[src/sv/nlr_pkg.sv]
package nlr_pkg;

    // Default saturation limit for the token length.
    localparam int LEN_LIMIT_DEF = 255;

    // Depth of the queue between the classifier and the scanner.
    localparam int Q_DEPTH = 2;

    // Character codes that the classifier looks for.
    localparam logic [7:0] CH_0     = 8'h30;
    localparam logic [7:0] CH_1     = 8'h31;
    localparam logic [7:0] CH_7     = 8'h37;
    localparam logic [7:0] CH_9     = 8'h39;
    localparam logic [7:0] CH_LA    = 8'h61;
    localparam logic [7:0] CH_LF    = 8'h66;
    localparam logic [7:0] CH_UA    = 8'h41;
    localparam logic [7:0] CH_UF    = 8'h46;
    localparam logic [7:0] CH_LB    = 8'h62;
    localparam logic [7:0] CH_LO    = 8'h6f;
    localparam logic [7:0] CH_LX    = 8'h78;
    localparam logic [7:0] CH_LE    = 8'h65;
    localparam logic [7:0] CH_LJ    = 8'h6a;
    localparam logic [7:0] CH_POINT = 8'h2e;
    localparam logic [7:0] CH_PLUS  = 8'h2b;
    localparam logic [7:0] CH_MINUS = 8'h2d;
    localparam logic [7:0] CASE_BIT = 8'h20;

    // Token type codes.
    localparam logic [2:0] TT_BIN   = 3'd0;
    localparam logic [2:0] TT_OCT   = 3'd1;
    localparam logic [2:0] TT_HEX   = 3'd2;
    localparam logic [2:0] TT_DEC   = 3'd3;
    localparam logic [2:0] TT_FLOAT = 3'd4;
    localparam logic [2:0] TT_IMAG  = 3'd5;
    localparam logic [2:0] TT_ERR   = 3'd6;

    typedef enum logic [3:0] {
        M_IDLE,
        M_ZERO,
        M_BIN,
        M_OCT,
        M_HEX,
        M_INT,
        M_FRAC,
        M_EXPS,
        M_EXPSG,
        M_EXPD
    } t_mode;

    // Character class flags produced by the classifier.
    typedef struct packed {
        logic dec;
        logic zero;
        logic bin;
        logic oct;
        logic hex;
        logic let_b;
        logic let_o;
        logic let_x;
        logic let_e;
        logic let_j;
        logic point;
        logic sign;
    } t_cls;

endpackage

[src/sv/nlr_front.sv]
module nlr_front import nlr_pkg::*; (
    input  logic       i_s_axis_tvalid,
    output logic       o_s_axis_tready,
    input  logic [7:0] i_s_axis_tdata,
    input  logic       i_q_full,
    output logic       o_push,
    output t_cls       o_cls
);

    logic [7:0] folded;

    assign o_s_axis_tready = !i_q_full;
    assign o_push          = i_s_axis_tvalid && !i_q_full;

    // Letters are compared with the case bit forced on.
    assign folded = i_s_axis_tdata | CASE_BIT;

    always_comb begin
        o_cls.dec   = (i_s_axis_tdata >= CH_0) && (i_s_axis_tdata <= CH_9);
        o_cls.zero  = (i_s_axis_tdata == CH_0);
        o_cls.bin   = (i_s_axis_tdata == CH_0) || (i_s_axis_tdata == CH_1);
        o_cls.oct   = (i_s_axis_tdata >= CH_0) && (i_s_axis_tdata <= CH_7);
        o_cls.hex   = o_cls.dec
                   || ((i_s_axis_tdata >= CH_LA) && (i_s_axis_tdata <= CH_LF))
                   || ((i_s_axis_tdata >= CH_UA) && (i_s_axis_tdata <= CH_UF));
        o_cls.let_b = (folded == CH_LB);
        o_cls.let_o = (folded == CH_LO);
        o_cls.let_x = (folded == CH_LX);
        o_cls.let_e = (folded == CH_LE);
        o_cls.let_j = (folded == CH_LJ);
        o_cls.point = (i_s_axis_tdata == CH_POINT);
        o_cls.sign  = (i_s_axis_tdata == CH_PLUS) || (i_s_axis_tdata == CH_MINUS);
    end

endmodule

[src/sv/nlr_queue.sv]
module nlr_queue import nlr_pkg::*; (
    input  logic i_clk,
    input  logic i_rst_n,
    input  logic i_push,
    input  t_cls i_data,
    output logic o_full,
    input  logic i_pop,
    output logic o_valid,
    output t_cls o_data
);

    localparam int PW = (Q_DEPTH > 1) ? $clog2(Q_DEPTH) : 1;
    localparam int CW = $clog2(Q_DEPTH + 1);

    t_cls          r_mem [Q_DEPTH];
    logic [PW-1:0] r_wr_ptr;
    logic [PW-1:0] r_rd_ptr;
    logic [CW-1:0] r_count;
    logic [PW-1:0] n_wr_ptr;
    logic [PW-1:0] n_rd_ptr;

    assign o_full  = (r_count == CW'(Q_DEPTH));
    assign o_valid = (r_count != '0);
    assign o_data  = r_mem[r_rd_ptr];

    assign n_wr_ptr = (r_wr_ptr == PW'(Q_DEPTH - 1)) ? '0 : r_wr_ptr + 1'b1;
    assign n_rd_ptr = (r_rd_ptr == PW'(Q_DEPTH - 1)) ? '0 : r_rd_ptr + 1'b1;

    always_ff @(posedge i_clk) begin
        if (i_push) begin
            r_mem[r_wr_ptr] <= i_data;
        end
    end

    always_ff @(posedge i_clk) begin
        if (!i_rst_n) begin
            r_wr_ptr <= '0;
            r_rd_ptr <= '0;
            r_count  <= '0;
        end else begin
            if (i_push) begin
                r_wr_ptr <= n_wr_ptr;
            end
            if (i_pop) begin
                r_rd_ptr <= n_rd_ptr;
            end
            if (i_push && !i_pop) begin
                r_count <= r_count + 1'b1;
            end else if (i_pop && !i_push) begin
                r_count <= r_count - 1'b1;
            end
        end
    end

endmodule

[src/sv/nlr_back.sv]
module nlr_back import nlr_pkg::*; #(
    parameter int LEN_LIMIT = LEN_LIMIT_DEF
) (
    input  logic        i_clk,
    input  logic        i_rst_n,
    input  logic        i_q_valid,
    input  t_cls        i_q_data,
    output logic        o_pop,
    output logic        o_m_axis_tvalid,
    input  logic        i_m_axis_tready,
    output logic [15:0] o_m_axis_tdata,
    output logic        o_m_axis_tlast
);

    localparam int         CAP   = (LEN_LIMIT < 255) ? LEN_LIMIT : 255;
    localparam logic [7:0] CAP_L = 8'(CAP);

    t_mode      r_mode;
    t_mode      n_mode;
    logic       r_saw_point;
    logic [7:0] r_count;
    logic [7:0] n_count;

    logic       take;
    logic       fin;
    logic [2:0] ttype;
    logic [2:0] base;

    logic       r_valid;
    logic       r_consumed;
    logic       r_done;
    logic [2:0] r_type;
    logic [7:0] r_len;

    t_cls c;

    assign c     = i_q_data;
    assign base  = r_saw_point ? TT_FLOAT : TT_DEC;
    assign o_pop = i_q_valid && (!r_valid || i_m_axis_tready);

    // Next scan mode.
    always_comb begin
        n_mode = r_mode;
        unique case (r_mode)
            M_IDLE: begin
                if (c.dec) begin
                    n_mode = c.zero ? M_ZERO : M_INT;
                end
            end
            M_ZERO: begin
                if (c.let_b) begin
                    n_mode = M_BIN;
                end else if (c.let_o) begin
                    n_mode = M_OCT;
                end else if (c.let_x) begin
                    n_mode = M_HEX;
                end else if (c.dec) begin
                    n_mode = M_INT;
                end else if (c.point) begin
                    n_mode = M_FRAC;
                end else if (c.let_e) begin
                    n_mode = M_EXPS;
                end
            end
            M_INT: begin
                if (c.point) begin
                    n_mode = M_FRAC;
                end else if (c.let_e) begin
                    n_mode = M_EXPS;
                end
            end
            M_FRAC: begin
                if (c.let_e) begin
                    n_mode = M_EXPS;
                end
            end
            M_EXPS: begin
                if (c.sign) begin
                    n_mode = M_EXPSG;
                end else if (c.dec) begin
                    n_mode = M_EXPD;
                end
            end
            M_EXPSG, M_EXPD: begin
                if (c.dec) begin
                    n_mode = M_EXPD;
                end
            end
            M_BIN, M_OCT, M_HEX: begin
                n_mode = r_mode;
            end
            default: n_mode = M_IDLE;
        endcase
        if (fin) begin
            n_mode = M_IDLE;
        end
    end

    // Consume, end and type decisions for the current character.
    always_comb begin
        take  = 1'b0;
        fin   = 1'b0;
        ttype = TT_BIN;
        unique case (r_mode)
            M_IDLE: begin
                take = c.dec;
                if (!c.dec) begin
                    fin   = 1'b1;
                    ttype = TT_ERR;
                end
            end
            M_BIN: begin
                take = c.bin;
                if (!c.bin) begin
                    fin   = 1'b1;
                    ttype = TT_BIN;
                end
            end
            M_OCT: begin
                take = c.oct;
                if (!c.oct) begin
                    fin   = 1'b1;
                    ttype = TT_OCT;
                end
            end
            M_HEX: begin
                take = c.hex;
                if (!c.hex) begin
                    fin   = 1'b1;
                    ttype = TT_HEX;
                end
            end
            M_ZERO, M_INT: begin
                if ((r_mode == M_ZERO) && (c.let_b || c.let_o || c.let_x)) begin
                    take = 1'b1;
                end else if (c.let_j) begin
                    take  = 1'b1;
                    fin   = 1'b1;
                    ttype = TT_IMAG;
                end else if (c.dec || c.point || c.let_e) begin
                    take = 1'b1;
                end else begin
                    fin   = 1'b1;
                    ttype = TT_DEC;
                end
            end
            M_FRAC: begin
                if (c.let_j) begin
                    take  = 1'b1;
                    fin   = 1'b1;
                    ttype = TT_IMAG;
                end else if (c.dec || c.let_e) begin
                    take = 1'b1;
                end else begin
                    fin   = 1'b1;
                    ttype = TT_FLOAT;
                end
            end
            M_EXPS: begin
                if (c.let_j) begin
                    take  = 1'b1;
                    fin   = 1'b1;
                    ttype = TT_IMAG;
                end else if (c.sign || c.dec) begin
                    take = 1'b1;
                end else begin
                    fin   = 1'b1;
                    ttype = base;
                end
            end
            M_EXPSG, M_EXPD: begin
                if (c.let_j) begin
                    take  = 1'b1;
                    fin   = 1'b1;
                    ttype = TT_IMAG;
                end else if (c.dec) begin
                    take = 1'b1;
                end else begin
                    fin   = 1'b1;
                    ttype = base;
                end
            end
            default: begin
                fin   = 1'b1;
                ttype = TT_ERR;
            end
        endcase
    end

    assign n_count = (take && (r_count < CAP_L)) ? r_count + 1'b1 : r_count;

    always_ff @(posedge i_clk) begin
        if (!i_rst_n) begin
            r_mode      <= M_IDLE;
            r_saw_point <= 1'b0;
            r_count     <= '0;
            r_valid     <= 1'b0;
        end else begin
            if (o_pop) begin
                r_mode <= n_mode;
                if (fin) begin
                    r_saw_point <= 1'b0;
                    r_count     <= '0;
                end else begin
                    r_count <= n_count;
                    if (((r_mode == M_ZERO) || (r_mode == M_INT)) && c.point) begin
                        r_saw_point <= 1'b1;
                    end
                end
                r_valid <= 1'b1;
            end else if (i_m_axis_tready) begin
                r_valid <= 1'b0;
            end
        end
    end

    always_ff @(posedge i_clk) begin
        if (o_pop) begin
            r_consumed <= take;
            r_done     <= fin;
            r_type     <= fin ? ttype : TT_BIN;
            r_len      <= n_count;
        end
    end

    assign o_m_axis_tvalid = r_valid;
    assign o_m_axis_tlast  = r_done;
    assign o_m_axis_tdata  = {4'b0000, r_len, r_type, r_consumed};

endmodule

[src/sv/numeric_literal_recognizer_top.sv]
// Numeric literal recognizer. Text bytes enter one per beat on the slave
// stream; every byte produces exactly one result beat on the master stream,
// in order. A result says whether its byte belongs to the number (tdata bit
// 0), whether the token ended with this byte (tlast), the token type when it
// ended (0 binary, 1 octal, 2 hex, 3 decimal, 4 float, 5 imaginary, 6 error,
// and 0 while the token is still open) and the number of bytes consumed so
// far, which saturates at the smaller of LEN_LIMIT and 255. A byte that is not
// consumed ends the token and must be sent again by the host as the first
// byte of the next token; a consumed j or J ends the token as well. The block
// takes one byte per clock cycle while the result stream is not stalled: a
// classifier decodes each byte into character classes, a two-entry queue
// holds the decoded bytes, and a scanner state machine with the length
// counter updates once per byte and writes the result into an output
// register. Each side stalls independently; the per-byte state update of the
// scanner sets the throughput.
module numeric_literal_recognizer_top import nlr_pkg::*; #(
    parameter int LEN_LIMIT = LEN_LIMIT_DEF
) (
    input  logic        i_clk,
    input  logic        i_rst_n,
    input  logic        i_s_axis_tvalid,
    output logic        o_s_axis_tready,
    input  logic [7:0]  i_s_axis_tdata,   // [7:0] char_code
    output logic        o_m_axis_tvalid,
    input  logic        i_m_axis_tready,
    output logic [15:0] o_m_axis_tdata,   // [0] consumed, [3:1] token_type,
                                          // [11:4] token_len, [15:12] zero
    output logic        o_m_axis_tlast    // done_res
);

    // Front side: classification of the incoming byte.
    logic push;
    logic q_full;
    t_cls cls_in;

    // Queue to scanner.
    logic q_valid;
    logic pop;
    t_cls cls_out;

    nlr_front u_front (
        .i_s_axis_tvalid (i_s_axis_tvalid),
        .o_s_axis_tready (o_s_axis_tready),
        .i_s_axis_tdata  (i_s_axis_tdata),
        .i_q_full        (q_full),
        .o_push          (push),
        .o_cls           (cls_in)
    );

    // The queue decouples byte acceptance from result back-pressure.
    nlr_queue u_queue (
        .i_clk   (i_clk),
        .i_rst_n (i_rst_n),
        .i_push  (push),
        .i_data  (cls_in),
        .o_full  (q_full),
        .i_pop   (pop),
        .o_valid (q_valid),
        .o_data  (cls_out)
    );

    // The scanner advances only when its output register can take a result.
    nlr_back #(
        .LEN_LIMIT (LEN_LIMIT)
    ) u_back (
        .i_clk           (i_clk),
        .i_rst_n         (i_rst_n),
        .i_q_valid       (q_valid),
        .i_q_data        (cls_out),
        .o_pop           (pop),
        .o_m_axis_tvalid (o_m_axis_tvalid),
        .i_m_axis_tready (i_m_axis_tready),
        .o_m_axis_tdata  (o_m_axis_tdata),
        .o_m_axis_tlast  (o_m_axis_tlast)
    );

endmodule

[config.mk]
export PLATFORM = sky130hd
export DESIGN_NAME = numeric_literal_recognizer_top
export DESIGN_NICKNAME = d
export VERILOG_FILES = /design/src/sv/nlr_pkg.sv /design/src/sv/nlr_front.sv /design/src/sv/nlr_queue.sv /design/src/sv/nlr_back.sv /design/src/sv/numeric_literal_recognizer_top.sv
export SDC_FILE = /design/constraint.sdc
export NUM_CORES = 1
export LEC_CHECK = 0
export ABC_CLOCK_PERIOD_IN_PS = 3100
export BUFFER_PORTS_ARGS = -buffer_cell sky130_fd_sc_hd__buf_2
export CELL_PAD_IN_SITES_DETAIL_PLACEMENT = 0
export CELL_PAD_IN_SITES_GLOBAL_PLACEMENT = 1
export CORE_UTILIZATION = 35
export CTS_CLUSTER_SIZE = 10
export DETAILED_ROUTE_END_ITERATION = 10
export PLACE_DENSITY_LB_ADDON = 0.1
export SYNTH_ARGS = -nofsm -noshare
export SYNTH_HDL_FRONTEND = slang
export SYNTH_HIERARCHICAL = 1
export SYNTH_SLANG_ARGS = --single-unit
[constraint.sdc]
create_clock -name i_clk -period 3.1 [get_ports i_clk]
set_input_delay 0.62 -clock i_clk [delete_from_list [all_inputs] [get_ports i_clk]]
set_output_delay 0.62 -clock i_clk [all_outputs]
set_load 0.02 [all_outputs]
### Word level (Yosys, flattened, before mapping)

Memories as Yosys holds them, arrays and structs flattened. A register that Yosys moved wholly into a read port is not among the register bits.
Cells that the tools add are included.

* flip-flop bits (word level): 31
* bits in latches: 0
* bits in writable memories: 24
* ROM bits: 0
* bits of input ports: 12
* output and inout port bits: 19
* logic and storage cells: 147
* memories: 1

Memory list
* u_queue.r_mem: words 2, width 12, read ports 1, clocked after Yosys merged registers in 1, wr ports 1, RTL line nlr_queue.sv:15 `t_cls r_mem [Q_DEPTH];`

* add/sub/neg operators: 5
* $mul: 0
* divide/modulo/power cells: 0
* $lt $le $gt $ge: 8
* equal/unequal tests: 22
* shift operators: 0
* multiplexer cells: 63
* bitwise gates (word level): 0
* reductions and logical operators: 37

Operators by type and width (count)
* $eq 8x6->1 const B: 5
* $mux 4: 10
* $eq 7x6->1 const B: 5
* $mux 3: 11
* $mux 1: 32
* $pmux 4 s7: 1
* $pmux 3 s8: 1
* $eq 4x3->1 const B: 4
* $ge 8x7->1 const B: 2
* $le 8x6->1 const B: 2
* $le 8x7->1 const B: 2
* $mux 8: 2
* $pmux 1 s8: 2
* $logic_or 1x1->1: 12
* $logic_and 1x1->1: 11
* $add 8x1->8 const B: 1
* $eq 4x2->1 const B: 2
* $eq 4x4->1 const B: 2
* $ge 8x6->1 const B: 1
* $lt 8x8->1 const B: 1
* $mux 2: 4
* $reduce_bool 2->1: 4
* $eq 4x1->1 const B: 1
* $logic_not 1->1: 4
* other kinds (11): 13

### Depth between registers and ports, before layout

Gate-level depths: netlist of the first run.

* word-level depth: 9
* depth in mapped cells: 10
* gate-level depth less buffers: 8

### Hierarchy

The synthesis of the first run kept the hierarchy.

Modules (own cells, without submodules)
* nlr_back: times used 1, cells an instance 222, area each 1876.8 µm², sequential area each 670.6 µm²
* nlr_queue: times used 1, cells an instance 59, area each 1082.3 µm², sequential area each 820.8 µm²
* nlr_front: times used 1, cells an instance 34, area each 224.0 µm², sequential area each 0.0 µm²

### Worst setup path after synthesis of the first run

No wires, ideal clock.

* path kind: register -> register
* start point: register with a tool-made name
* end point: register u_back.r_len[5] (data pin)
* library setup time: 265 ps
* arrival time: 2357 ps
* data required time: 2835 ps
* path slack: 478 ps
* stages on the path, launching flop included: 10
* path buffers: 2
* period minus slack after synthesis: 2622 ps
* path through: dfxtp_1 > buf_2 > mux2_2 > mux2_1 > a211o_1 > a221oi_2 > or2_1 > buf_6 > nor2_1 > xor2_1

RTL lines
* to (signal assigned): RTL line nlr_back.sv:222 `r_len <= n_count;`
* to (decl): RTL line nlr_back.sv:33 `logic [7:0] r_len;`

==> results.cfg, run 1 <==
[route]
drc = 0
wl_per_cell_um = 15.12
drt-pass1-iter-count = 4
vias = 2425
final_antenna_net_count = 0
wl_mm = 6.817
drtIter0Drc = 98
viasPerCell = 5.377

[setup_path]
critPathArrivalTime_ns = 2.97
slowest_delay_ns = 0.48
crit_slowest_cell = dfxtp_2
cp_common_cell = buf_4
crit_chain = buf_4 -> mux2_2 -> mux2_1 -> a211o_1 -> a221oi_2 -> buf_4 -> or2_1 -> buf_4 -> o21ai_1 -> a31oi_1
endpoint_kind = flop
critPathBufInv = 3
start_kind = flop
cp.required_ns = 3.34
critPathKind = flop to flop
cp_top_family = compound AO/OA/AOI/OAI gates
path_max_fanout = 11

[status]
status = finished clean

[timing]
worst_pin_slew_ns = 0.8870
rsz0062_at_grt = false
hold_viol = 0
fin_skew_ns = 0.01217
fin_crit_sh = 0.8819
fin_crit_ns = 2.734
max_freq_mhz = 365.8
max_slew_margin = 0.4036
slew_violations = 0
setup_viol_count_final = 0
final.setup.tns_ns = 0

[die]
die_height_um = 97.37
die_w_um = 97.37
initial_core_util = 0.3632
ios = 31
fp.dieArea_sq_um = 9480
rows = 34
coreArea_sq_um = 8763

[power]
finalPower_mw = 2.655
p_leak_nw = 1.346
power.density_nw_per_um2 = 750.1
ir_drop_mv = 0.2588

[final_layout]
drive_gt1_frac = 0.2332
n_antenna_cell = 0
area_delta_synth_final_pct = 11.20
nFillCells = 852
nets = 356

[grt]
gr-usage-met3 = 0.02374
grt_pass1_wl_mm = 11.04
grt_pass1_vias = 2208
antenna_found_initial = 0
grtUsageMet1 = 0.2000
grt_max_degree = 20
grt_use_total = 0.1459
gr-max-usage-layer = met2
grt_use_met2 = 0.2388
grt_remaining_overflow = 0

[clocking]
cts_setup_buffers = 0
insertion_delay_ns = 0.31
h-tree-depth = 2
clockBufferDepth = 2
clk_pin_slew_worst_paths_ns = 0.11
cts_inserted_buffers = 5
clock-sinks = 56
root_buffer = clkbuf_8
cts_tree = done

[synth]
yosysWarnings = 6
netlist.area_leader.share = 0.3491
synth_area_leaders = edfxtp_1 35%, dfxtp_1 12%, mux2_2 4.6%, nand2_1 2.8%, nor3_1 2.7%
synth-async-reset-ratio = 0
syn_area_sq_um = 3183
synth-edff-count = 37
synth_top_area_cell = edfxtp_1
synth_flop_cell = edfxtp_1
synth.distinct_cells = 65
netlist_instances = 315
syn_area_per_cell_sq_um = 10.10
ys_seq_elements = 56
synth-seq-area-share = 0.4686

[worst_hold_path]
hold_path.class = flop to flop
hp-start = u_queue/r_count[1]

[place]
port_buffers = 26
hpwl_mm = 5.048
place_congestion = 0.8443

[job]
drv_cap = 0
==> registers in the layout (all words and copies together), names as in the netlist, named ones only <==
register / flops
u_back/r_consumed: 1
u_back/r_len: 8
u_queue/r_mem: 24
u_back/r_count: 8
u_back/o_m_axis_tvalid: 1
u_back/r_mode: 4
u_queue/r_wr_ptr: 1
u_queue/r_count: 2
u_back/r_saw_point: 1
u_back/r_type: 3
u_queue/r_rd_ptr: 1
u_back/o_m_axis_tlast: 1
==> power by group <==
| group | total (mW) | internal (mW) | leakage, nW | switching, mW |
|---|---|---|---|---|
| Clock | 0.421 | 0.167 | 0.0506 | 0.253 |
| Combinational | 1.14 | 0.441 | 0.782 | 0.703 |
| Sequential | 1.09 | 0.999 | 0.514 | 0.0925 |
| Total | 2.66 | 1.61 | 1.35 | 1.05 |
==> cell usage after synthesis, types with 9 or more instances <==
| master | count |
|---|---|
| edfxtp_1 | 37 |
| nand2_1 | 24 |
| dfxtp_1 | 19 |
| nor2_1 | 18 |
| nor3_1 | 17 |
| o21ai_0 | 15 |
| mux2_2 | 13 |
| nand3_1 | 13 |
| a31oi_1 | 12 |
| nand2b_1 | 11 |
| a21oi_1 | 10 |
| inv_1 | 9 |
==> per-layer routing <==
metal	up-vias	part of all wire
met5	-	0
met4	0	0.0097
met3	4	0.039
met2	61	0.47
met1	1150	0.48
li1	1210	-
==> timing repair <==
item | in CTS | in global routing
resized for setup | 0 | 2
hold buffers | 0 | 0
endpoints found under the setup margin | 0 | 5
hold endpoints to repair | 0 | 0
==> cells by family (layout without fill, tap and decap cells) <==
kind of cell,after synthesis,count (layout),share of synthesized area
other,1,4,0.001178
and+or+nand+nor,125,125,0.2272
AOI/OAI and AO/OA,70,70,0.1533
DFF,56,56,0.4686
muxes,16,16,0.05582
xor gates and xnor gates,10,10,0.02751
buffers and inverters,35,60,0.05857
adders and majority gates,2,2,0.007860
==> placed cells by master (no fill, tap or decap), types with 5 or more instances in the layout <==
cell type  synthesis  layout
a21oi_1           10      10
a31oi_1           12      12
and2_1             5       5
and3_1             6       6
buf_2              4      26
buf_4              7      17
clkbuf_8           0       5
dfxtp_1           19      18
edfxtp_1          37      37
inv_1              9       9
mux2_2            13      13
nand2_1           24      24
nand2b_1          11      11
nand3_1           13      13
nor2_1            18      18
nor3_1            17      17
o21ai_0           15      15
o31ai_1            6       6
xor2_1             6       6
==> worst min-delay path, stage by stage (launching register included) <==
cell      delay (ns)
dfxtp_1         0.34
o21ai_0         0.07
a21boi_1        0.06
==> final timing paths <==
path	to	slack (ns)	cells after the start
worst max register to register	u_back/r_count[2]	0.37	10
worst min register to register	u_queue/r_count[1]	0.51	2
worst min-delay path	u_queue/r_count[1]	0.51	2
worst max-delay path	u_back/r_count[2]	0.37	10
==> stage by stage <==
step / setup slack (ns) / cells / utilization / hold WS (ns) / instance area [sq um]
after global placement: 0.1389 / 443 / 0.3919 / 0.4858 / 3435
after global routing: 0.009851 / 451 / 0.4039 / 0.5453 / 3540
after CTS: 0.05696 / 451 / 0.4028 / 0.5115 / 3530
after floorplan: 0.4779 / 318 / - / 0.4612 / 3194
after detailed placement: 0.08705 / 443 / 0.3919 / 0.4951 / 3435
final: 0.3660 / 451 / 0.4039 / 0.5094 / 3540
==> layout make-up <==
class,instances,area (sq um),share of cell area
Timing Repair Buffer,43,257.7,0.07282
Sequential cell,56,1493,0.4217
Tap cell,108,135.1,0.03818
Clock buffer,5,68.82,0.01944
Clock inverter,3,26.28,0.007423
Inverter,9,33.78,0.009544
Multi-Input combinational cell,227,1525,0.4309
(Power assumes the default switching activity.)
==> run 2, diff against run 1 <==
--- a/config.mk
+++ b/config.mk
@@ -5,6 +5,7 @@
 export SDC_FILE = /design/constraint.sdc
 export NUM_CORES = 1
 export LEC_CHECK = 0
+export ABC_AREA = 1
 export ABC_CLOCK_PERIOD_IN_PS = 3100
 export BUFFER_PORTS_ARGS = -buffer_cell sky130_fd_sc_hd__buf_2
 export CELL_PAD_IN_SITES_DETAIL_PLACEMENT = 0
==> run 2 against run 1 <==
Compared with the run above:
- area after synthesis shrank 2.3%
- combinational power grew 33%
- utilization shrank 0.80 points
- clock skew shrank 0.0036 ns
- first-iteration DRC count grew 12%
- highest routed layer unchanged
- clock power shrank 4%
- flip-flop and latch count is the same
- hold slack lost 0.021 ns
- critical endpoint is now u_back/r_len[0]
- via count grew 0.87%
==> results.cfg, run 2 <==
[clocking]
clock-sinks = 56
cts_tree = done
cts_resized = 0
clk_pin_slew_worst_paths_ns = 0.10
h-tree-depth = 2
cts_setup_buffers = 0
insertion_delay_ns = 0.31
clockBufferDepth = 2
cts_hold_buf = 0
root_buffer = clkbuf_8
cts_inserted_buffers = 5

[grt]
grt_max_degree = 19
grt_pass1_wl_mm = 10.69
gr-max-usage-layer = met2
grtUsageMet1 = 0.2046
grt_remaining_overflow = 0
grt_use_total = 0.1527
gr-usage-met3 = 0.03160
grt_pass1_vias = 2228
antenna_found_initial = 0
grt_use_met2 = 0.2506

[route]
wl_mm = 6.509
drc = 0
viasPerCell = 4.844
vias = 2446
final_antenna_net_count = 0
drtIter0Drc = 110
drt-pass1-iter-count = 4
wl_per_cell_um = 12.89

[die]
die_height_um = 96.27
fp.dieArea_sq_um = 9268
rows = 34
coreArea_sq_um = 8678
ios = 31
initial_core_util = 0.3584
die_w_um = 96.27

[final_layout]
largest_register_ff_count = 24
final_cell_mix = 75 x nand2_1, 50 x nor2_1, 38 x inv_1
largest-register = u_queue/r_mem
layout_commonest_cell = nand2_1
n_antenna_cell = 0
area_delta_synth_final_pct = 10.46
drive_gt1_frac = 0.1940
top_regs = u_queue/r_mem x24, u_back/r_count x8, u_back/r_len x8
nets = 410
utilization = 0.3959

[synth]
synth_most_common_cell = nand2_1
yosysWarnings = 6
synth_top_area_cell = edfxtp_1
ys_seq_elements = 56
synth-async-reset-ratio = 0
syn_area_per_cell_sq_um = 8.522
netlist_instances = 365
synth_flop_cell = edfxtp_1
synth.distinct_cells = 39
synth-seq-area-share = 0.4795
synth-edff-count = 37
synth_area_leaders = edfxtp_1 36%, dfxtp_1 12%, nand2_1 9.1%, nor2_1 6.0%, nand3_1 5.6%
syn_area_sq_um = 3110
netlist.area_leader.share = 0.3572
yosys-top-cells-count = 75 x nand2_1, 50 x nor2_1, 38 x inv_1, 37 x edfxtp_1, 35 x nand3_1

[setup_path]
crit_slowest_cell = dfxtp_1
path_max_fanout = 10
r2r_end = u_back/r_len[0]
reg2reg_depth = 11
crit_chain = buf_4 -> mux2_4 -> nor2_1 -> nand2_1 -> nand2_2 -> a21oi_1 -> nor2_1 -> nand2_2 -> nand2_4 -> nand2_1 -> and2_1
r2r_setup_slack_ns = 0.58
cp_top_family = simple AND/OR/NAND/NOR gates
critPathKind = flop to flop
start_kind = flop
cp.required_ns = 3.18
critPathArrivalTime_ns = 2.60
slowest_delay_ns = 0.58
critPathBufInv = 1
endpoint_kind = flop

[power]
power.density_nw_per_um2 = 891.4
ir_drop_mv = 0.2152
finalPower_mw = 3.063
p_leak_nw = 1.455

[place]
place_congestion = 0.8167
place_ws_ns = 0.6007
hpwl_mm = 4.967
port_buffers = 26

[timing]
fin_skew_ns = 0.008607
setup_ws_ns = 0.5836
max_freq_mhz = 397.4
setup_viol_count_final = 0
rsz0062_at_grt = false
final.setup.tns_ns = 0
fin_crit_ns = 2.516
fin_crit_sh = 0.8117
hold_viol = 0
slew_violations = 0

[worst_hold_path]
hold_end = u_back/r_saw_point
hp-start = u_back/r_saw_point
hold_path.class = flop to flop
whs_path_depth = 2

[job]
drv_cap = 0

[status]
status = finished clean
## run 2: worst min-delay path, delay by kind of cell, from the launching register on
family	cells	cell delay (ns)
compound gates	1	0.06
buf+inv	1	0.07
flops	1	0.32
## run 2: kinds of logic after synthesis
| kind of cell | share of synthesized area |
|---|---|
| DFF | 0.4795 |
| other | 0.001206 |
| and+or+nand+nor | 0.2965 |
| muxes | 0.05551 |
| xor gates and xnor gates | 0.01126 |
| buffers and inverters | 0.07401 |
| adders and majority gates | 0.008044 |
| AOI/OAI and AO/OA | 0.07402 |
## run 2: layout make-up
| cell class | count | area, sq um |
|---|---|---|
| clock inverter | 2 | 13.76 |
| inverter | 43 | 162.7 |
| sequential | 56 | 1491 |
| timing repair buffer | 30 | 160.2 |
| fill | 910 | 5243 |
| multi-input combinational | 260 | 1400 |
| clock buffer | 6 | 72.57 |
| tap | 108 | 135.1 |
## run 2: worst max-delay path by stage
stage,depth (start not counted),slack [ns],endpoint
2_1_floorplan,11,0.98,u_back/r_len[0]
3_3_place_gp,11,0.64,u_back/r_len[0]
3_5_place_dp,11,0.60,u_back/r_len[0]
4_1_cts,11,0.58,u_back/r_len[0]
5_1_grt,14,0.38,u_back/r_mode[3]
6_report,11,0.58,u_back/r_len[0]
## run 2: power breakdown
group / switching [mW] / leakage, nW / internal, mW
sequential: 0.0996 / 0.515 / 1.04
combinational: 1.01 / 0.895 / 0.506
clock: 0.244 / 0.0456 / 0.162
total: 1.35 / 1.46 / 1.71
## run 2: through the flow
| stage | hold slack [ns] | instance area [sq um] | cells |
|---|---|---|---|
| 4_1_cts | 0.4898 | 3436 | 505 |
| 2_1_floorplan | 0.4418 | 3122 | 368 |
| 5_1_grt | 0.5285 | 3436 | 505 |
| 3_3_place_gp | 0.4709 | 3349 | 497 |
| 3_5_place_dp | 0.4754 | 3349 | 497 |
| 6_report | 0.4884 | 3436 | 505 |
## run 2: routing by layer
layer  wire [um]  up-vias
met5           0        -
met4          65        0
met3         208        7
met2        3033       51
met1        3201     1119
li1            -     1269
==> run 3, diff against run 2 <==
--- a/config.mk
+++ b/config.mk
@@ -6,7 +6,7 @@
 export NUM_CORES = 1
 export LEC_CHECK = 0
 export ABC_AREA = 1
-export ABC_CLOCK_PERIOD_IN_PS = 3100
+export ABC_CLOCK_PERIOD_IN_PS = 2540
 export BUFFER_PORTS_ARGS = -buffer_cell sky130_fd_sc_hd__buf_2
 export CELL_PAD_IN_SITES_DETAIL_PLACEMENT = 0
 export CELL_PAD_IN_SITES_GLOBAL_PLACEMENT = 1
==> constraint.sdc (replaced) <==
create_clock -name i_clk -period 2.54 [get_ports i_clk]
set_input_delay 0.508 -clock i_clk [delete_from_list [all_inputs] [get_ports i_clk]]
set_output_delay 0.508 -clock i_clk [all_outputs]
set_load 0.02 [all_outputs]
==> run 3 against run 2 <==
Compared with the run above:
- sequential power grew 20%
- final area grew 0.66%
- largest cell class unchanged
- setup slack lost 0.32 ns
- utilization grew 0.26 points
- die area is the same
- routed wire length grew 3.7%
- highest routed layer unchanged
- sequential share of layout area shrank 0.28 points
- critical endpoint unchanged
==> results.cfg, run 3 (synthesis results as in run 2) <==
[status]
status = finished clean

[final_layout]
utilization = 0.3985
largest_register_ff_count = 24
layout_commonest_cell = nand2_1
final_cell_mix = 75 x nand2_1, 50 x nor2_1, 38 x inv_1
nets = 413
area_delta_synth_final_pct = 11.18
final_area_sq_um = 3458
top_regs = u_queue/r_mem x24, u_back/r_count x8, u_back/r_len x8
drive_gt1_frac = 0.2000
largest-register = u_queue/r_mem
fin_cells = 508
n_antenna_cell = 0

[route]
drc = 0
wl_per_cell_um = 13.29
drt-met1-wl_mm = 3.380
wl_met3_um = 259
drtIter0Drc = 66
final_antenna_net_count = 0
viasPerCell = 4.795
drt-pass1-iter-count = 5
vias = 2436
wl_met2_mm = 3.067
top_layer_used = met4
wl_mm = 6.751

[timing]
hold_ws_ns = 0.4758
slew_violations = 0
fin_crit_sh = 0.8977
final.setup.tns_ns = 0
fin_crit_ns = 2.280
fin_skew_ns = 0.005600
max_freq_mhz = 438.6
hold_viol = 0
setup_ws_ns = 0.2598
setup_viol_count_final = 0
rsz0062_at_grt = false

[setup_path]
critPathBufInv = 1
reg2reg_depth = 11
r2r_setup_slack_ns = 0.26
crit_chain = buf_4 -> mux2_2 -> nor2_1 -> nand2_1 -> nor2_1 -> a21oi_1 -> nor2_1 -> nand2_2 -> nand2_4 -> nand2_1 -> and2_1
crit_path_end = u_back/r_len[0]
cp.required_ns = 2.61
cp_common_cell = nor2_1
critPathArrivalTime_ns = 2.35
cp_top_family = simple AND/OR/NAND/NOR gates
start_kind = flop
slowest_delay_ns = 0.38
crit_slowest_cell = mux2_2
path_max_fanout = 10
endpoint_kind = flop
crit_cells = 11
critPathKind = flop to flop
r2r_end = u_back/r_len[0]

[power]
power_frac_seq = 0.362
p_leak_nw = 1.470
swShare = 0.4418
p_comb_frac = 0.509
p_switching_mw = 1.674
finalPower_mw = 3.789
power.density_nw_per_um2 = 1096
pwr-share-clk = 0.128
p_int_mw = 2.115
ir_drop_mv = 0.3000

[grt]
grt_pass1_vias = 2125
grt_use_total = 0.1542
antenna_found_initial = 0
grt_remaining_overflow = 0
grt_pass1_wl_mm = 10.76
grt_max_degree = 18

[job]
drv_cap = 0

[place]
dpl.cell_count = 500
hpwl_mm = 5.107
port_buffers = 26
placed_cell_area_sq_um = 3372
place_ws_ns = 0.2629
place_congestion = 0.8295

[die]
fp.dieArea_sq_um = 9268
die_w_um = 96.27
coreArea_sq_um = 8678
die_height_um = 96.27
rows = 34
initial_core_util = 0.3584
ios = 31

[clocking]
insertion_delay_ns = 0.30
h-tree-depth = 2
cts_setup_buffers = 0
clk_pin_slew_worst_paths_ns = 0.10
cts_inserted_buffers = 5
cts_hold_buf = 0
root_buffer = clkbuf_8
clock-sinks = 56
cts_resized = 0
cts_tree = done
clockBufferDepth = 2

[worst_hold_path]
hold_path.class = input pin to flop
[run 3: cell count changes in the layout (fill, tap and decap cells not counted)]
cell   delta
buf_4     +3
[run 3: area by class of cell]
type	count	area, sq um
Timing Repair Buffer	33	182.7
Sequential cell	56	1491
Clock buffer	6	72.57
Fill cell	895	5220
Tap cell	108	135.1
Clock inverter	2	13.76
Inverter	43	162.7
Multi-Input combinational cell	260	1400
[run 3: power groups by stage]
| stage | sequential [mW] | clock, mW | combinational [mW] |
|---|---|---|---|
| 2_1_floorplan | 1.51 | 0 | 1.30 |
| 3_3_place_gp | 1.39 | 0 | 1.96 |
| 3_5_place_dp | 1.40 | 0 | 1.95 |
| 4_1_cts | 1.37 | 0.518 | 1.96 |
| 5_1_grt | 1.40 | 0.547 | 2.18 |
| 6_report | 1.37 | 0.486 | 1.93 |
[run 3: worst min-delay path by stage]
stage / start / end / depth (start not counted)
after global routing: i_m_axis_tready / u_back/o_m_axis_tvalid / 4
after floorplan: u_back/r_saw_point / u_back/r_saw_point / 2
after detailed placement: u_back/r_saw_point / u_back/r_saw_point / 2
after CTS: i_m_axis_tready / u_back/o_m_axis_tvalid / 4
after global placement: u_back/r_saw_point / u_back/r_saw_point / 2
final: i_m_axis_tready / u_back/o_m_axis_tvalid / 4
[run 3: worst reg2reg max path, stage by stage, from the launching register on]
cell and delay (ns):
dfxtp_1 0.32, buf_4 0.20, mux2_2 0.38, nor2_1 0.13, nand2_1 0.12, nor2_1 0.14
a21oi_1 0.09, nor2_1 0.12, nand2_2 0.18, nand2_4 0.16, nand2_1 0.08, and2_1 0.13
[run 3: per-layer routing]
layer,vias to the layer above,GRT usage
met5,-,0
met4,0,0.03607
met3,4,0.02844
met2,51,0.2453
met1,1111,0.2158
li1,1270,-
